--- config.mk ---
export PLATFORM = sky130hd
export DESIGN_NAME = tcw_front
export DESIGN_NICKNAME = d
export VERILOG_FILES = /design/src/rtl/tcw_pkg.sv /design/src/rtl/tcw_front.sv
export SDC_FILE = /design/constraint.sdc
export NUM_CORES = 1
export LEC_CHECK = 0
export BUFFER_PORTS_ARGS = -buffer_cell sky130_fd_sc_hd__buf_2
export CORE_MARGIN = 1.5
export CORE_UTILIZATION = 40
export CTS_BUF_LIST = sky130_fd_sc_hd__clkbuf_8
export DETAILED_ROUTE_END_ITERATION = 7
export GPL_TIMING_DRIVEN = 0
export HOLD_SLACK_MARGIN = 0.02
export PLACE_DENSITY = 0.7
export SKIP_CTS_REPAIR_TIMING = 1
export SYNTH_ARGS = -nofsm -noshare
export SYNTH_HDL_FRONTEND = slang
export SYNTH_SLANG_ARGS = --single-unit
--- constraint.sdc ---
create_clock -name clk -period 8.6 [get_ports clk]
set_clock_uncertainty 0.05 [all_clocks]
set_input_delay 1.29 -clock clk [delete_from_list [all_inputs] [get_ports clk]]
set_output_delay 1.29 -clock clk [all_outputs]
set_load 0.05 [all_outputs]
--- src/rtl/tcw_pkg.sv ---
// Shared types and constants for the text console character writer.
// Holds the request and result payloads, the front-to-back command and the back-end states.
// Depends on nothing.
package tcw_pkg;

	localparam int COL_W      = 7;
	localparam int ROW_W      = 5;
	localparam int CMD_ADDR_W = 13;
	localparam int CMD_ROW_W  = 6;

	localparam logic REQ_WRITE = 1'b0;
	localparam logic REQ_READ  = 1'b1;

	localparam logic [7:0] CH_CR  = 8'd13;
	localparam logic [7:0] CH_LF  = 8'd10;
	localparam logic [7:0] CH_BS  = 8'd8;
	localparam logic [7:0] CH_BEL = 8'd7;

	localparam logic [7:0] BLANK_CHAR = 8'h20;
	localparam logic [7:0] BLANK_ATTR = 8'h07;

	typedef struct packed {
		logic             req_type;
		logic [7:0]       char_code;
		logic             write_attr;
		logic [7:0]       attr_byte;
		logic [COL_W-1:0] read_col;
		logic [ROW_W-1:0] read_row;
	} in_item_t;

	typedef struct packed {
		logic [7:0]       cell_char;
		logic [7:0]       cell_attr;
		logic [COL_W-1:0] cursor_col;
		logic [ROW_W-1:0] cursor_row;
	} out_item_t;

	typedef struct packed {
		logic                  do_read;
		logic                  wr_char;
		logic                  wr_attr;
		logic                  scroll;
		logic [7:0]            char_data;
		logic [7:0]            attr_data;
		logic [CMD_ADDR_W-1:0] addr;
		logic [CMD_ROW_W-1:0]  clr_row;
		logic [COL_W-1:0]      cursor_col;
		logic [ROW_W-1:0]      cursor_row;
	} cmd_t;

	typedef enum logic {
		BK_CLEAR,
		BK_RUN
	} bk_state_t;

endpackage

--- src/rtl/tcw_front.sv ---
// Front end: takes requests, applies the teletype cursor rules and issues cell commands.
// Owns the cursor and the circular top-row pointer. Depends on tcw_pkg.
module tcw_front #(
	parameter int COLS = 80,
	parameter int ROWS = 25
) (
	input  logic              clk,
	input  logic              arst_n,
	input  logic              in_valid,
	output logic              in_ready,
	input  tcw_pkg::in_item_t in_data,
	input  logic              init_done,
	input  logic              q_full,
	output logic              q_push,
	output tcw_pkg::cmd_t     q_cmd
);
	import tcw_pkg::*;

	localparam int CW = $clog2(COLS);
	localparam int RW = $clog2(ROWS);
	localparam int AW = $clog2(ROWS * COLS);
	localparam logic [CW-1:0] COL_LAST = CW'(COLS - 1);
	localparam logic [RW-1:0] ROW_LAST = RW'(ROWS - 1);

	logic [CW-1:0] col_q, n_col, cell_col;
	logic [RW-1:0] row_q, n_row, cell_row;
	logic [RW-1:0] top_q, n_top, phys_row;
	logic [RW:0]   phys_sum;
	logic [AW-1:0] addr;
	logic [7:0]    wchar;
	logic          lf_req, scroll, wr_char, wr_attr, do_read, in_range;

	assign in_ready = init_done && !q_full;
	assign q_push   = in_valid && in_ready;

	always_comb begin
		n_col    = col_q;
		n_row    = row_q;
		n_top    = top_q;
		lf_req   = 1'b0;
		scroll   = 1'b0;
		wr_char  = 1'b0;
		wr_attr  = 1'b0;
		do_read  = 1'b0;
		cell_col = col_q;
		cell_row = row_q;
		wchar    = in_data.char_code;
		in_range = (int'(in_data.read_col) < COLS) && (int'(in_data.read_row) < ROWS);
		if (in_data.req_type == REQ_READ) begin
			do_read  = in_range;
			cell_col = CW'(in_data.read_col);
			cell_row = RW'(in_data.read_row);
		end else begin
			case (in_data.char_code)
				CH_CR: begin
					n_col = '0;
				end
				CH_LF: begin
					lf_req = 1'b1;
				end
				CH_BS: begin
					// step back, wrapping to the previous row; row 0 stays put
					if (col_q == '0) begin
						n_col = COL_LAST;
						if (row_q != '0) begin
							n_row = row_q - 1'b1;
						end
					end else begin
						n_col = col_q - 1'b1;
					end
					cell_col = n_col;
					cell_row = n_row;
					wr_char  = 1'b1;
					wchar    = BLANK_CHAR;
				end
				CH_BEL: begin
				end
				default: begin
					wr_char = 1'b1;
					wr_attr = in_data.write_attr;
					if (col_q == COL_LAST) begin
						n_col  = '0;
						lf_req = 1'b1;
					end else begin
						n_col = col_q + 1'b1;
					end
				end
			endcase
			if (lf_req) begin
				if (row_q == ROW_LAST) begin
					scroll = !in_data.write_attr;
				end else begin
					n_row = row_q + 1'b1;
				end
			end
			if (scroll) begin
				n_top = (top_q == ROW_LAST) ? '0 : top_q + 1'b1;
			end
		end
		// logical row to physical row through the circular top pointer
		phys_sum = {1'b0, cell_row} + {1'b0, top_q};
		if (int'(phys_sum) >= ROWS) begin
			phys_row = RW'(int'(phys_sum) - ROWS);
		end else begin
			phys_row = RW'(phys_sum);
		end
		addr = AW'(int'(phys_row) * COLS + int'(cell_col));
	end

	always_comb begin
		q_cmd.do_read    = do_read;
		q_cmd.wr_char    = wr_char;
		q_cmd.wr_attr    = wr_attr;
		q_cmd.scroll     = scroll;
		q_cmd.char_data  = wchar;
		q_cmd.attr_data  = in_data.attr_byte;
		q_cmd.addr       = CMD_ADDR_W'(addr);
		q_cmd.clr_row    = CMD_ROW_W'(top_q);
		q_cmd.cursor_col = COL_W'(n_col);
		q_cmd.cursor_row = ROW_W'(n_row);
	end

	always_ff @(posedge clk or negedge arst_n) begin
		if (!arst_n) begin
			col_q <= '0;
			row_q <= '0;
			top_q <= '0;
		end else if (q_push) begin
			col_q <= n_col;
			row_q <= n_row;
			top_q <= n_top;
		end
	end

endmodule

==> impl_metrics.env <==
export IMPL_status="finished, final reports clean"
export IMPL_cts_buffers=3
export IMPL_core_um2=6760
export IMPL_drtPass1Iterations=5
export IMPL_leakage_uw=0.00158
export IMPL_clock_latency_ps=260
export IMPL_ys_flop_type="dfrtp_1"
export IMPL_synth_edf_count=0
export IMPL_yosys_area_share_simple_pct=22.5
export IMPL_setup_viol=0
export IMPL_startpoint_type="primary input"
export IMPL_grt_first_pass_wirelength_um=12400
export IMPL_initial_core_util_pct=41.2
export IMPL_min_period_ps=8100
export IMPL_grt_pass1_vias=2681
export IMPL_vias=2986
export IMPL_synth_top_family_by_area="compound AO/OA/AOI/OAI gates"
export IMPL_drv_slew=0
export IMPL_syn_to_final_growth_pct=19.6
export IMPL_hold_violations=0
export IMPL_drc=0
export IMPL_min_path_cells=1
export IMPL_worstSetupPathType="in -> out"
export IMPL_ir_worst_vdd_v=0.000171
export IMPL_ant_nets=0
export IMPL_p_comb_share_pct=81.6
export IMPL_min_period_over_period_pct=94.2
export IMPL_grt_ovfl_total=0
export IMPL_swShare_pct=61.5
export IMPL_die_area_um2=7470
export IMPL_grt_max_degree=18
export IMPL_nNetsFinal=517
export IMPL_fp_dieW_um=86.4
export IMPL_power_density_nw_per_um2=288
export IMPL_fp_row_count=30
export IMPL_synth_xor_area_share_pct=5.98
export IMPL_p_int_uw=370
export IMPL_synthDistinctLibCells=63
export IMPL_maxCapViolCount=0
export IMPL_synthCells=372
export IMPL_yosysTopAreaCell="dfrtp_1"
export IMPL_die_h_um=86.4
export IMPL_clkPwrFrac_pct=6.7
export IMPL_total_power_uw=960
export IMPL_synthMuxAreaShare_pct=6.47
export IMPL_reg2reg_depth=7
export IMPL_cts_num_sinks=17
export IMPL_drt_wl_total_um=7830
export IMPL_wire_per_inst_um=14.7
export IMPL_netlist_area_um2=2780
export IMPL_root_buffer="clkbuf_8"
export IMPL_clock_path_buffers=2
export IMPL_async_flop_share_pct=100
export IMPL_p_switching_uw=590
export IMPL_routed_via_density=5.60
export IMPL_synth_compound_area_share_pct=25.1
export IMPL_worstMarginPinSlew_ps=658
export IMPL_fmax_ghz=0.123
export IMPL_antenna_diode_count=0
export IMPL_antenna_found_initial=0
export IMPL_port_buffers=73
export IMPL_required_ps=7260
export IMPL_gp_congestion=0.882
export IMPL_grt_util_all_layers_pct=20.5
export IMPL_worstPathMaxFanout=9
export IMPL_critPathCaptureType="output pin"
export IMPL_cts_max_level=1
export IMPL_arrival_ps=6760
export IMPL_pin_count=88
export IMPL_rsz0062_at_grt="no"
export IMPL_yosys_area_share_adder_pct=13.4
export IMPL_dp_hpwl_um=6010
export IMPL_cts_tree="yes"
export IMPL_slew_limit_headroom_pct=56.1
export IMPL_synthTopCellsByArea="dfrtp_1 (15%), ha_1 (11%), a21oi_1 (6.8%)"
export IMPL_yosys_register_bits=17
export IMPL_syn_area_per_cell_um2=7.48
export IMPL_drive_above_1_share_pct=28.0
export IMPL_path_clk_slew_ps=70
export IMPL_yosysWarnings=0
export IMPL_tns_ps=0
export IMPL_synth_top_cell_area_share_pct=15.3
export IMPL_yosysSeqAreaShare_pct=15.3
export IMPL_p_seq_share_pct=11.7
export IMPL_drt_iter0_drc=217
export IMPL_min_path_type="reg -> reg"
-- placed cells by master (no fill, tap or decap), drive strengths merged, types with 4 or more instances in the layout --
cell     n
a21o     6
a21oi   39
a31oi    7
and2     5
and3     5
buf     99
clkbuf  24
dfrtp   17
ha      25
inv     17
mux2    10
mux2i    6
nand2   32
nand2b   4
nand3   14
nand4    6
nor2    24
nor2b    8
o21ai   23
o22a     6
o31ai    5
xnor2   13
xor2     6
-- layout make-up --
cell class,count,area [um^2]
Clock buffer,3,41.3
Multi-Input combinational cell,295,2060
Timing Repair Buffer,75,380
Fill cell,670,3430
Buffer,45,250
Sequential cell,17,425
Tap cell,80,100
Clock inverter,1,5.00
Inverter,17,63.8
-- metrics by stage --
stage	instance area (um^2)	util [%]	setup WS (ps)	std cells	hold slack, ps
6_report	3330	49.3	499	533	583
5_1_grt	3330	49.3	15.6	533	625
4_1_cts	3300	48.9	106	531	572
3_5_place_dp	3260	48.2	127	527	564
3_3_place_gp	3260	48.2	186	527	544
2_1_floorplan	2790	-	511	374	499
-- state kept, by name, indices dropped and copies added (netlist names) --
name / flops
col_q: 7
row_q: 5
top_q: 5
-- path summary, 6_finish.rpt --
| kind | start | slack (ps) | end |
|---|---|---|---|
| worst max-delay path | in_data[21] | 500 | q_cmd[28] |
| worst min-delay path | col_q[0] | 580 | col_q[0] |
| worst max register to register | col_q[0] | 6060 | row_q[1] |
| worst min register to register | col_q[0] | 580 | col_q[0] |
| max in group asynchronous | arst_n | 7250 | col_q[6] |
| min in group asynchronous | arst_n | 930 | row_q[4] |
-- metal layers --
layer | GRT usage, % | wire length (um)
met1 | 27.6 | 3590
met2 | 35.9 | 3780
met3 | 3.33 | 450
met4 | 1.61 | 20
met5 | 0 | 0
-- power groups by stage --
stage	registers, uW	logic, uW	clock network, uW
2_1_floorplan	109	637	0
3_3_place_gp	112	764	0
3_5_place_dp	113	778	0
4_1_cts	112	779	66.5
5_1_grt	115	850	68.9
6_report	112	783	64.6
-- cell usage after synthesis (all sizes together) (3+ instances only) --
master   n
inv     17
a31oi    7
nor2b    8
nand4    6
nand3   14
ha      25
xnor2   13
nand2   32
clkbuf  21
o31ai    5
nand4b   3
or2      3
o21ai   23
nor4     3
a211oi   3
and3     5
a31o     3
dfrtp   17
and2     5
mux2i    6
xor2     6
a21o     6
a21oi   39
nor4b    3
nand2b   4
o22a     6
fa       3
mux2    10
buf     24
nor2    24
-- worst max-delay path, cell delays in order --
cell and delay, ps:
buf_2 150, nor4b_2 380, nand4_1 220, or2_1 260, buf_2 170, xnor2_1 130, o21ai_0 200, ha_1 210
inv_1 60, fa_1 400, nand3b_1 170, nand2_1 110, xor2_1 200, nand2_1 110, o21ai_2 240, mux2i_2 360
ha_1 300, ha_1 220, fa_1 550, nand2_1 80, nor2b_1 170, o22ai_1 90, a211oi_1 270, xnor2_1 150
buf_2 270
-- cells by family after synthesis --
kind of cell,after synthesis
xor gates and xnor gates,19
and+or+nand+nor,118
buffers and inverters,62
muxes,16
other,1
AOI/OAI and AO/OA,111
DFF,17
adders and majority gates,28
Power figures use the tool's default switching activity.
