**src/rtl/tcw_pkg.sv**
```systemverilog
// Shared types and constants for the text console character writer.
// Holds the request and result payloads, the front-to-back command and the back-end states.
// Depends on nothing.
package tcw_pkg;

	localparam int COL_W      = 7;
	localparam int ROW_W      = 5;
	localparam int CMD_ADDR_W = 13;
	localparam int CMD_ROW_W  = 6;

	localparam logic REQ_WRITE = 1'b0;
	localparam logic REQ_READ  = 1'b1;

	localparam logic [7:0] CH_CR  = 8'd13;
	localparam logic [7:0] CH_LF  = 8'd10;
	localparam logic [7:0] CH_BS  = 8'd8;
	localparam logic [7:0] CH_BEL = 8'd7;

	localparam logic [7:0] BLANK_CHAR = 8'h20;
	localparam logic [7:0] BLANK_ATTR = 8'h07;

	typedef struct packed {
		logic             req_type;
		logic [7:0]       char_code;
		logic             write_attr;
		logic [7:0]       attr_byte;
		logic [COL_W-1:0] read_col;
		logic [ROW_W-1:0] read_row;
	} in_item_t;

	typedef struct packed {
		logic [7:0]       cell_char;
		logic [7:0]       cell_attr;
		logic [COL_W-1:0] cursor_col;
		logic [ROW_W-1:0] cursor_row;
	} out_item_t;

	typedef struct packed {
		logic                  do_read;
		logic                  wr_char;
		logic                  wr_attr;
		logic                  scroll;
		logic [7:0]            char_data;
		logic [7:0]            attr_data;
		logic [CMD_ADDR_W-1:0] addr;
		logic [CMD_ROW_W-1:0]  clr_row;
		logic [COL_W-1:0]      cursor_col;
		logic [ROW_W-1:0]      cursor_row;
	} cmd_t;

	typedef enum logic {
		BK_CLEAR,
		BK_RUN
	} bk_state_t;

endpackage

```
**src/rtl/tcw_queue.sv**
```systemverilog
// Short command queue between the front and back ends.
// Depends on tcw_pkg.
module tcw_queue #(
	parameter int DEPTH = 4
) (
	input  logic          clk,
	input  logic          arst_n,
	input  logic          push,
	input  tcw_pkg::cmd_t push_data,
	output logic          full,
	input  logic          pop,
	output logic          valid,
	output tcw_pkg::cmd_t head
);
	import tcw_pkg::*;

	localparam int PW = $clog2(DEPTH);
	localparam int NW = $clog2(DEPTH + 1);

	cmd_t          mem_q [DEPTH];
	logic [PW-1:0] wr_ptr_q, rd_ptr_q;
	logic [NW-1:0] count_q;

	assign full  = (count_q == NW'(DEPTH));
	assign valid = (count_q != '0);
	assign head  = mem_q[rd_ptr_q];

	always_ff @(posedge clk) begin
		if (push) begin
			mem_q[wr_ptr_q] <= push_data;
		end
	end

	always_ff @(posedge clk or negedge arst_n) begin
		if (!arst_n) begin
			wr_ptr_q <= '0;
			rd_ptr_q <= '0;
			count_q  <= '0;
		end else begin
			if (push) begin
				wr_ptr_q <= (wr_ptr_q == PW'(DEPTH - 1)) ? '0 : wr_ptr_q + 1'b1;
			end
			if (pop) begin
				rd_ptr_q <= (rd_ptr_q == PW'(DEPTH - 1)) ? '0 : rd_ptr_q + 1'b1;
			end
			if (push && !pop) begin
				count_q <= count_q + 1'b1;
			end else if (pop && !push) begin
				count_q <= count_q - 1'b1;
			end
		end
	end

endmodule

```
**config.mk**
```make
export PLATFORM = sky130hd
export DESIGN_NAME = tcw_queue
export DESIGN_NICKNAME = d
export VERILOG_FILES = /design/src/rtl/tcw_pkg.sv /design/src/rtl/tcw_queue.sv
export SDC_FILE = /design/constraint.sdc
export NUM_CORES = 1
export LEC_CHECK = 0
export ABC_AREA = 1
export BUFFER_PORTS_ARGS = -buffer_cell sky130_fd_sc_hd__buf_2
export CAP_MARGIN = 20
export CORE_ASPECT_RATIO = 1.5
export CORE_UTILIZATION = 35
export DETAILED_ROUTE_END_ITERATION = 10
export GPL_TIMING_DRIVEN = 0
export MAX_ROUTING_LAYER = met4
export PLACE_DENSITY_LB_ADDON = 0.1
export SLEW_MARGIN = 20
export SYNTH_ARGS = -nofsm -noshare
export SYNTH_HDL_FRONTEND = slang
export SYNTH_SLANG_ARGS = --single-unit
export TNS_END_PERCENT = 5
```
**constraint.sdc**
```tcl
create_clock -name clk -period 3.6 [get_ports clk]
set_clock_uncertainty 0.2 [all_clocks]
set_input_delay 0.36 -clock clk [delete_from_list [all_inputs] [get_ports clk]]
set_output_delay 0.36 -clock clk [all_outputs]
set_load 0.02 [all_outputs]
```
==> results.ini, run 1 <==
[route]
wl_um=22000
first_pass_iters=4
viasPerCell=4.69
drc=0
drtAntennaViolNets=0
wl_per_cell_um=18.6
initialDrtViolationCount=241
via_count=5552

[floorplan]
coreArea_mm2=0.0259
fp.dieArea_mm2=0.0272
initial_core_util_pct=35.8
die_width_um=135
placementRows=72
fp.dieH_um=202
ios=108

[finish]
design_area_mm2=0.0116
layout_common_cells=edfxtp_1, nand2_1, buf_2, inv_1, o211ai_2
nNetsFinal=899
layout_commonest_cell=edfxtp_1
insertedDiodeCount=0
multiInputGateArea_mm2=0.00218
area_growth_pct=25.1
nFillCells=2363
layout-drive-gt1-share_pct=38.6
register_area_mm2=0.00630

[clock_tree]
htree_levels=1
cts.sink_count=211
clkLatencyLatePin_ps=490
cts_resized=0
ctsHoldBuffers=54
cts_tree=yes
clkSlewWorstSetupHoldPaths_ps=60
cts_setup_buffers=0
cts_buffers=22
cts_root_buf=clkbuf_16
clk_path_buf_depth=3

[place]
placed_area_mm2=0.0104
portBuffers=107
place.gp.congestion=0.754
place_ws_ps=1640
dpl.hpwl_um=13500

[timing]
timing.final.crit_period_ps=2430
hold_violations=0
min_period_over_period_pct=67.5
drv_slew=0
worst_pin_slew_ps=386
slew-limit-headroom_pct=74.3
fmax_ghz=0.412
setup_ws_ps=1170
final-setup-viol-count=0
setup-tns-final_ps=0
rsz0062_at_grt=false

[grt]
grt_overflow=0
grt_max_degree=39
grt_pass1_wl_um=34600
gr-usage-all-layers_pct=17.4
grt_pass1_vias=6201
antenna_found_initial=0

[min_path]
hp-class=input port to asynchronous set/reset pin

[synth]
synth.mux.area_fraction_pct=0
syn-cell-area_mm2=0.00930
synth_top_cell_area_share_pct=65.9
synth_nets=710
synth-edff-count=204
netlist_top_cells_area=edfxtp_1, o211ai_2, nand2_1, inv_1, nand2_2
synthArstFlopShare_pct=3.32
ys_seq_area_share_pct=67.8
synth_seq_cells=211
yosys.area_share.simple_pct=8.38
synth_cells=648
synth_cell_type_count=22
yosys.area.top_type=edfxtp_1
synth_compound_area_share_pct=13.9
synth_adder_area_share_pct=1.02
synth_xor_area_share_pct=0.0942
ys_warn_count=0
synth_top_family_by_area=compound AO/OA/AOI/OAI gates
syn_avg_cell_area_um2=14.3
synth_flop_cell=edfxtp_1

[power_and_ir_drop]
ir_drop_uv=431
p_leak_nw=4.80
p_per_area_mw_per_mm2=799
power.total_mw=9.29

[worst_setup_path]
worst-endpoint-required_ps=3040
crit_arrival_ps=1870
path_class=register to output port
cp-start-kind=register
critPathMaxFanout=10
end_kind=output port

[status]
status=finished clean

[job]
maxCapViolations=0

[path summary, 6_finish.rpt]
check / from / to / slack, ps / cells past startpoint
worst max-delay path: rd_ptr_q[1]$_DFFE_PN0P_ / head[10] / 1170 / 6
worst min-delay path: arst_n / count_q[1]$_DFFE_PN0P_ / 20 / 2
worst max register to register: wr_ptr_q[0]$_DFFE_PN0P_ / mem_q[0][1]$_DFFE_PP_ / 1750 / 5
worst min register to register: count_q[2]$_DFFE_PN0P_ / count_q[2]$_DFFE_PN0P_ / 280 / 2
max in group asynchronous: arst_n / rd_ptr_q[1]$_DFFE_PN0P_ / 3010 / 2
min in group clk: count_q[2]$_DFFE_PN0P_ / count_q[2]$_DFFE_PN0P_ / 280 / 2
[worst max-delay path: stages (launching register included)]
cell	delay, ps
dfrtp_1	380
buf_4	190
inv_4	120
clkbuf_4	290
o211ai_2	120
nand2_1	100
buf_2	180
[per-stage QoR]
step	hold WS [ps]	cells	utilization [%]
floorplan	-136	648	-
global placement	-1.75	1088	39.5
CTS	5.34	1185	44.8
finish	24.2	1185	44.8
detailed placement	5.84	1092	40.0
global route	32.6	1185	44.8
[kinds of logic after synthesis]
group                    count (synthesis)
flip-flops                             211
AND/OR/NAND/NOR                        175
buffers and inverters                  148
AO/OA/AOI/OAI                          106
adder cells (fa/ha/maj)                  7
XOR/XNOR                                 1
[registers in the layout, indices dropped and copies added, names as in the netlist]
name,cells
wr_ptr_q,2
rd_ptr_q,2
count_q,3
mem_q,204
[Yosys cell counts, types with 2 or more instances]
master	instances
ha_1	6
buf_4	5
dfrtp_1	7
buf_12	11
o21ai_1	2
nand2_2	47
buf_2	10
buf_6	6
o211ai_2	102
nand2_1	122
inv_1	113
o21ai_0	2
edfxtp_1	204
nor2_1	3
[per-layer routing]
metal	part of all wire, %	global-route usage (%)	vias up
met5	0	-	-
met4	1.9	4.37	0
met3	3.8	2.27	32
met2	54	31.9	113
met1	40	19.4	2766
li1	-	-	2641
[cell type report]
type                            instances  share of cell area [%]
Clock inverter                         10                    1.04
Buffer                                 33                    3.29
Inverter                              115                    3.82
Multi-Input combinational cell        289                    18.7
Timing Repair Buffer                  165                    10.2
Clock buffer                           29                    5.14
Tap cell                              333                    3.58
Sequential cell                       211                    54.2
[report_power, final]
group | internal [mW] | switching [mW]
combinational | 1.30 | 2.43
sequential | 3.15 | 0.136
clock | 1.38 | 0.896
total | 5.83 | 3.46
Note: power is estimated with default switching activity, not from simulation.
==> run 2: changes to the inputs <==
==> constraint.sdc (replaced) <==
create_clock -name clk -period 2.2 [get_ports clk]
set_clock_uncertainty 0.2 [all_clocks]
set_input_delay 0.22 -clock clk [delete_from_list [all_inputs] [get_ports clk]]
set_output_delay 0.22 -clock clk [all_outputs]
set_load 0.02 [all_outputs]
==> run 2 against run 1 <==
Effect of this change: critical path depth stayed put; the flow now finishes with violations (negative setup slack); routed wire length fell by 1.1%; global-route usage fell by 0.65 points; worst setup slack worse by 1200 ps; largest cell class unchanged; register-to-register slack worse by 1600 ps; die area unchanged; sequential power increased by 64%; cell area rose by 3.1%; clock-buffer cell count down 1.
==> results.ini, run 2 (synthesis results as in run 1) <==
[timing]
timing.final.crit_period_ps=2210
drv_slew=0
setup_ws_ps=-7.27
final-setup-viol-count=5
whs_ps=266
fmax_ghz=0.453
slew-limit-headroom_pct=64.4
rsz0062_at_grt=true
setup-tns-final_ps=-23.9
hold_violations=0
min_period_over_period_pct=100
worst_pin_slew_ps=534

[grt]
antenna_found_initial=0
grt_max_degree=38
grt_pass1_wl_um=33100
grt_pass1_vias=6116
gr-usage-all-layers_pct=16.7
grt_overflow=0

[status]
status=finished, violations left
failed_checks=negative setup slack

[finish]
largest_reg_flops=204
area_growth_pct=29.0
finish.utilization_pct=46.2
layout_common_cells=edfxtp_1, inv_1, nand2_1, o211ai_2, buf_2
nFillCells=2349
top_regs=mem_q (204), count_q (3)
largest_register=mem_q
insertedDiodeCount=0
layout_commonest_cell=edfxtp_1
final_cells=1193
layout-drive-gt1-share_pct=40.8
nNetsFinal=907

[route]
wl_um=21800
viasPerCell=4.65
first_pass_iters=4
drc=0
initialDrtViolationCount=208
wl_per_cell_um=18.2
via_count=5544
drtAntennaViolNets=0

[worst_setup_path]
crit_chain=clkinv_4 -> buf_16 -> buf_12 -> o211ai_2 -> nand2_1 -> buf_2
cpPeakStageDelay_ps=430
crit_buf_inv=4
worst-endpoint-required_ps=1780
rr_startpoint=wr_ptr_q[0]$_DFFE_PN0P_
cp.depth=6
cp-start-kind=register
end_kind=output port
worst_r2r_endpoint=mem_q[2][43]$_DFFE_PP_
crit_start=rd_ptr_q[0]$_DFFE_PN0P_
crit_arrival_ps=1790
path_class=register to output port
reg2reg_depth=5
rrSetupSlack_ps=130
cpMaxStageDelayCell=dfrtp_2
crit_path_end=head[23]
critPathMaxFanout=10
crit_family=buffers and inverters

[power_and_ir_drop]
power.total_mw=15.8
p_per_area_mw_per_mm2=1320
p_leak_nw=4.92
ir_drop_uv=853

[clock_tree]
clkSlewWorstSetupHoldPaths_ps=60
cts_tree=yes
cts_root_buf=clkbuf_16
htree_levels=1
clkLatencyLatePin_ps=490
cts.sink_count=211
clk_path_buf_depth=3
cts_buffers=21

[floorplan]
fp.dieArea_mm2=0.0272
placementRows=72
ios=108
coreArea_mm2=0.0259
initial_core_util_pct=35.8
fp.dieH_um=202
die_width_um=135

[place]
dpl.hpwl_um=13300
placed_cells=1093
place.gp.congestion=0.692
portBuffers=107

[min_path]
hp-class=input port to register

[job]
maxCapViolations=0

run 2: stage by stage:
stage	area (um^2)	setup slack (ps)
2_1_floorplan	9300	-61.9
3_3_place_gp	10300	-1080
3_5_place_dp	10400	104
4_1_cts	11700	-55.2
5_1_grt	12000	-93.1
6_report	12000	-7.27
run 2: what timing repair did:
item	4_1_cts	5_1_grt
pin swaps	0	15
buffers inserted	2	0
cloned	1	4
gates resized for setup	36	51
hold endpoints to repair	216	0
hold buffers	55	0
setup endpoints to repair	51	51
run 2: worst min-delay path by stage:
stage	start	endpoint	slack, ps	depth (start not counted)
floorplan	arst_n	count_q[0]$_DFFE_PN0P_	-280	0
global placement	arst_n	wr_ptr_q[1]$_DFFE_PN0P_	-140	1
detailed placement	arst_n	wr_ptr_q[1]$_DFFE_PN0P_	-130	1
CTS	push_data[20]	mem_q[2][20]$_DFFE_PP_	240	2
global route	push_data[15]	mem_q[1][15]$_DFFE_PP_	260	2
finish	push_data[18]	mem_q[3][18]$_DFFE_PP_	270	2
run 2: area by class of cell:
cell class / instances / area (um^2) / area share [%]
repair inverters: 1 / 5.00 / 0.0417
plain buffers: 33 / 499 / 4.16
well taps: 333 / 417 / 3.47
repair buffers: 173 / 1430 / 11.9
clock buffers: 28 / 552 / 4.60
inverters: 115 / 453 / 3.78
clock inverters: 10 / 101 / 0.845
flip-flops and latches: 211 / 6300 / 52.6
multi-input cells: 289 / 2230 / 18.6
run 2: power breakdown:
group | switching, mW | leakage (nW) | internal, mW
registers | 0.226 | 1.96 | 5.16
logic | 4.15 | 2.64 | 2.79
clock network | 1.48 | 0.323 | 2.00
total | 5.85 | 4.92 | 9.95
run 2: routing by layer:
layer / GRT usage, % / up-vias / share of wire [%]
li1: - / 2650 / -
met1: 18.1 / 2779 / 40
met2: 31.5 / 92 / 55
met3: 2.42 / 23 / 3.7
met4: 3.77 / 0 / 1.4
met5: - / - / 0
==> run 3: changes to the inputs <==
--- a/config.mk
+++ b/config.mk
@@ -5,7 +5,7 @@
 export SDC_FILE = /design/constraint.sdc
 export NUM_CORES = 1
 export LEC_CHECK = 0
-export ABC_AREA = 1
+export ABC_AREA = 0
 export BUFFER_PORTS_ARGS = -buffer_cell sky130_fd_sc_hd__buf_2
 export CAP_MARGIN = 20
 export CORE_ASPECT_RATIO = 1.5
@@ -14,6 +14,7 @@
 export GPL_TIMING_DRIVEN = 0
 export MAX_ROUTING_LAYER = met4
 export PLACE_DENSITY_LB_ADDON = 0.1
+export RECOVER_POWER = 25
 export SLEW_MARGIN = 20
 export SYNTH_ARGS = -nofsm -noshare
 export SYNTH_HDL_FRONTEND = slang
==> run 3 against run 2 <==
Effect of this change: the flow still finishes with violations (negative setup slack); sequential power about the same; sequential share of layout area is 9.8 points higher; clock-buffer cell count down 3; area after synthesis shrank 16%; worst hold slack gained 19 ps; critical path type unchanged; largest power group is now registers.
==> results.ini, run 3 <==
[status]
status=finished, violations left
failed_checks=negative setup slack

[synth]
synth.mux.area_fraction_pct=15.2
synth_cells=304
synth_flop_cell=edfxtp_1
synth_nets=366
syn-cell-area_mm2=0.00784
synth_seq_cells=211
synth_adder_area_share_pct=1.21
ys_seq_area_share_pct=80.4
synth_top_cell_area_share_pct=78.1
synthArstFlopShare_pct=3.32
ys_warn_count=0
synth_cell_type_count=20
synth-edff-count=204
yosys.area.top_type=edfxtp_1
synth_top_family_by_area=multiplexers
synth_xor_area_share_pct=0.335
synth_most_common_cell=edfxtp_1
syn_avg_cell_area_um2=25.8
synth_compound_area_share_pct=0.128
synthTopCellsByCount=edfxtp_1, mux4_2, dfrtp_1
netlist_top_cells_area=edfxtp_1, mux4_2, dfrtp_1, buf_12, mux4_1
yosys.area_share.simple_pct=0.734

[worst_setup_path]
path_class=register to output port
path_common_cell=buf_12
cpMaxStageDelayCell=mux4_2
reg2reg_depth=4
cpPeakStageDelay_ps=520
rr_startpoint=wr_ptr_q[1]$_DFFE_PN0P_
critPathMaxFanout=10
worst-endpoint-required_ps=1780
rrSetupSlack_ps=320
worst_r2r_endpoint=mem_q[1][10]$_DFFE_PP_
crit_arrival_ps=1910
crit_buf_inv=3
crit_family=multiplexers
end_kind=output port
crit_chain=buf_12 -> buf_12 -> mux4_2 -> buf_2
cp-start-kind=register

[clock_tree]
clk_path_buf_depth=3
htree_levels=1
cts_root_buf=clkbuf_16
cts_buffers=21
cts.sink_count=211
clkSlewWorstSetupHoldPaths_ps=60
cts_tree=yes
clkLatencyLatePin_ps=480

[timing]
hold_violations=0
setup-tns-final_ps=-4770
slew-limit-headroom_pct=69.5
final-setup-viol-count=50
rsz0062_at_grt=true
fmax_ghz=0.430
drv_slew=0
timing.final.crit_period_ps=2330
min_period_over_period_pct=106
worst_pin_slew_ps=457
setup_ws_ps=-128

[floorplan]
fp.dieH_um=185
fp.dieArea_mm2=0.0230
initial_core_util_pct=36.0
placementRows=66
ios=108
coreArea_mm2=0.0218
die_width_um=124

[finish]
register_area_mm2=0.00630
nFillCells=1928
largest_reg_flops=204
layout_common_cells=edfxtp_1, buf_2, dlygate4sd3_1, mux4_2, clkbuf_1
largest_register=mem_q
multiInputGateArea_mm2=0.00139
area_growth_pct=28.9
nNetsFinal=555
layout_commonest_cell=edfxtp_1
layout-drive-gt1-share_pct=34.9
top_regs=mem_q (204), count_q (3)

[grt]
grt_pass1_vias=4073
grt_pass1_wl_um=22200
grt_overflow=0
gr-usage-all-layers_pct=13.6
antenna_found_initial=1
grt_max_degree=33

[route]
drtAntennaViolNets=0
wl_um=14700
wl_per_cell_um=18.9
first_pass_iters=4
initialDrtViolationCount=160
drc=0
via_count=3682
viasPerCell=4.73

[min_path]
min_from=count_q[2]$_DFFE_PN0P_
hp-class=register to register
hold_path_depth=1
min_to=count_q[2]$_DFFE_PN0P_

[power_and_ir_drop]
p_per_area_mw_per_mm2=1320
ir_drop_uv=811
p_leak_nw=3.46
power.total_mw=13.3

[job]
maxCapViolations=0

[place]
portBuffers=107
dpl.hpwl_um=8810
place.gp.congestion=0.653

-- run 3: cell count changes after synthesis, sizes merged, moves of 2 or more --
cell,previous run,this run
inv,115,4
buf,32,11
xor2,0,2
nand2,169,2
and2,0,4
o211ai,102,0
mux2,0,3
mux4,0,51
o21ai,4,2
-- run 3: worst max path at each step --
stage / to / cells after the start / from
detailed placement: head[36] / 4 / rd_ptr_q[1]$_DFFE_PN0P_
global route: head[45] / 4 / rd_ptr_q[0]$_DFFE_PN0P_
finish: head[44] / 4 / rd_ptr_q[0]$_DFFE_PN0P_
CTS: head[15] / 4 / rd_ptr_q[0]$_DFFE_PN0P_
floorplan: mem_q[0][0]$_DFFE_PP_ / 3 / wr_ptr_q[0]$_DFFE_PN0P_
global placement: mem_q[0][2]$_DFFE_PP_ / 3 / wr_ptr_q[0]$_DFFE_PN0P_
-- run 3: per-stage QoR --
stage          setup WS [ps]  instance area [um^2]  instances  hold slack, ps  utilization, %
6_report                -128                 10100        778             284            46.3
5_1_grt                 -213                 10100        778             300            46.3
4_1_cts                 -166                 10100        777             260            46.3
3_5_place_dp             158                  8800        687            -132            40.4
3_3_place_gp           -1410                  8720        683            -135            40.0
2_1_floorplan           -252                  7840        304            -276               -
-- run 3: layout make-up --
cell class	count	share of cell area (%)
Inverter	4	0.149
Timing Repair Buffer	167	12.0
Clock buffer	25	5.35
Multi-Input combinational cell	77	13.8
Clock inverter	10	1.41
Sequential cell	211	62.4
Antenna cell	1	0.0248
Tap cell	272	3.37
Buffer	11	1.56
-- run 3: cells by family after synthesis --
family | count (synthesis)
compound gates | 2
xor+xnor | 3
fa+ha+maj | 7
buf+inv | 16
flops | 211
mux | 54
simple gates | 11
-- run 3: report_power, final --
group	internal, mW	switching, mW	total [mW]	leakage (nW)
sequential	5.16	0.191	5.35	1.96
combinational	2.04	2.37	4.41	1.17
clock	2.20	1.38	3.58	0.329
total	9.40	3.94	13.3	3.46
-- run 3: repair_timing --
item / in CTS / in global routing
setup endpoints to repair: 51 / 51
resized for setup: 18 / 12
hold buffers: 55 / 0
endpoints found under the hold margin: 215 / 0
setup buffers: 1 / 0
-- run 3: metal layers --
metal	vias to the layer above	track usage (%)	share of wire, %
li1	1671	-	-
met1	1908	15.9	40
met2	83	23.6	53
met3	20	2.80	5.1
met4	0	3.81	1.6
met5	-	-	0
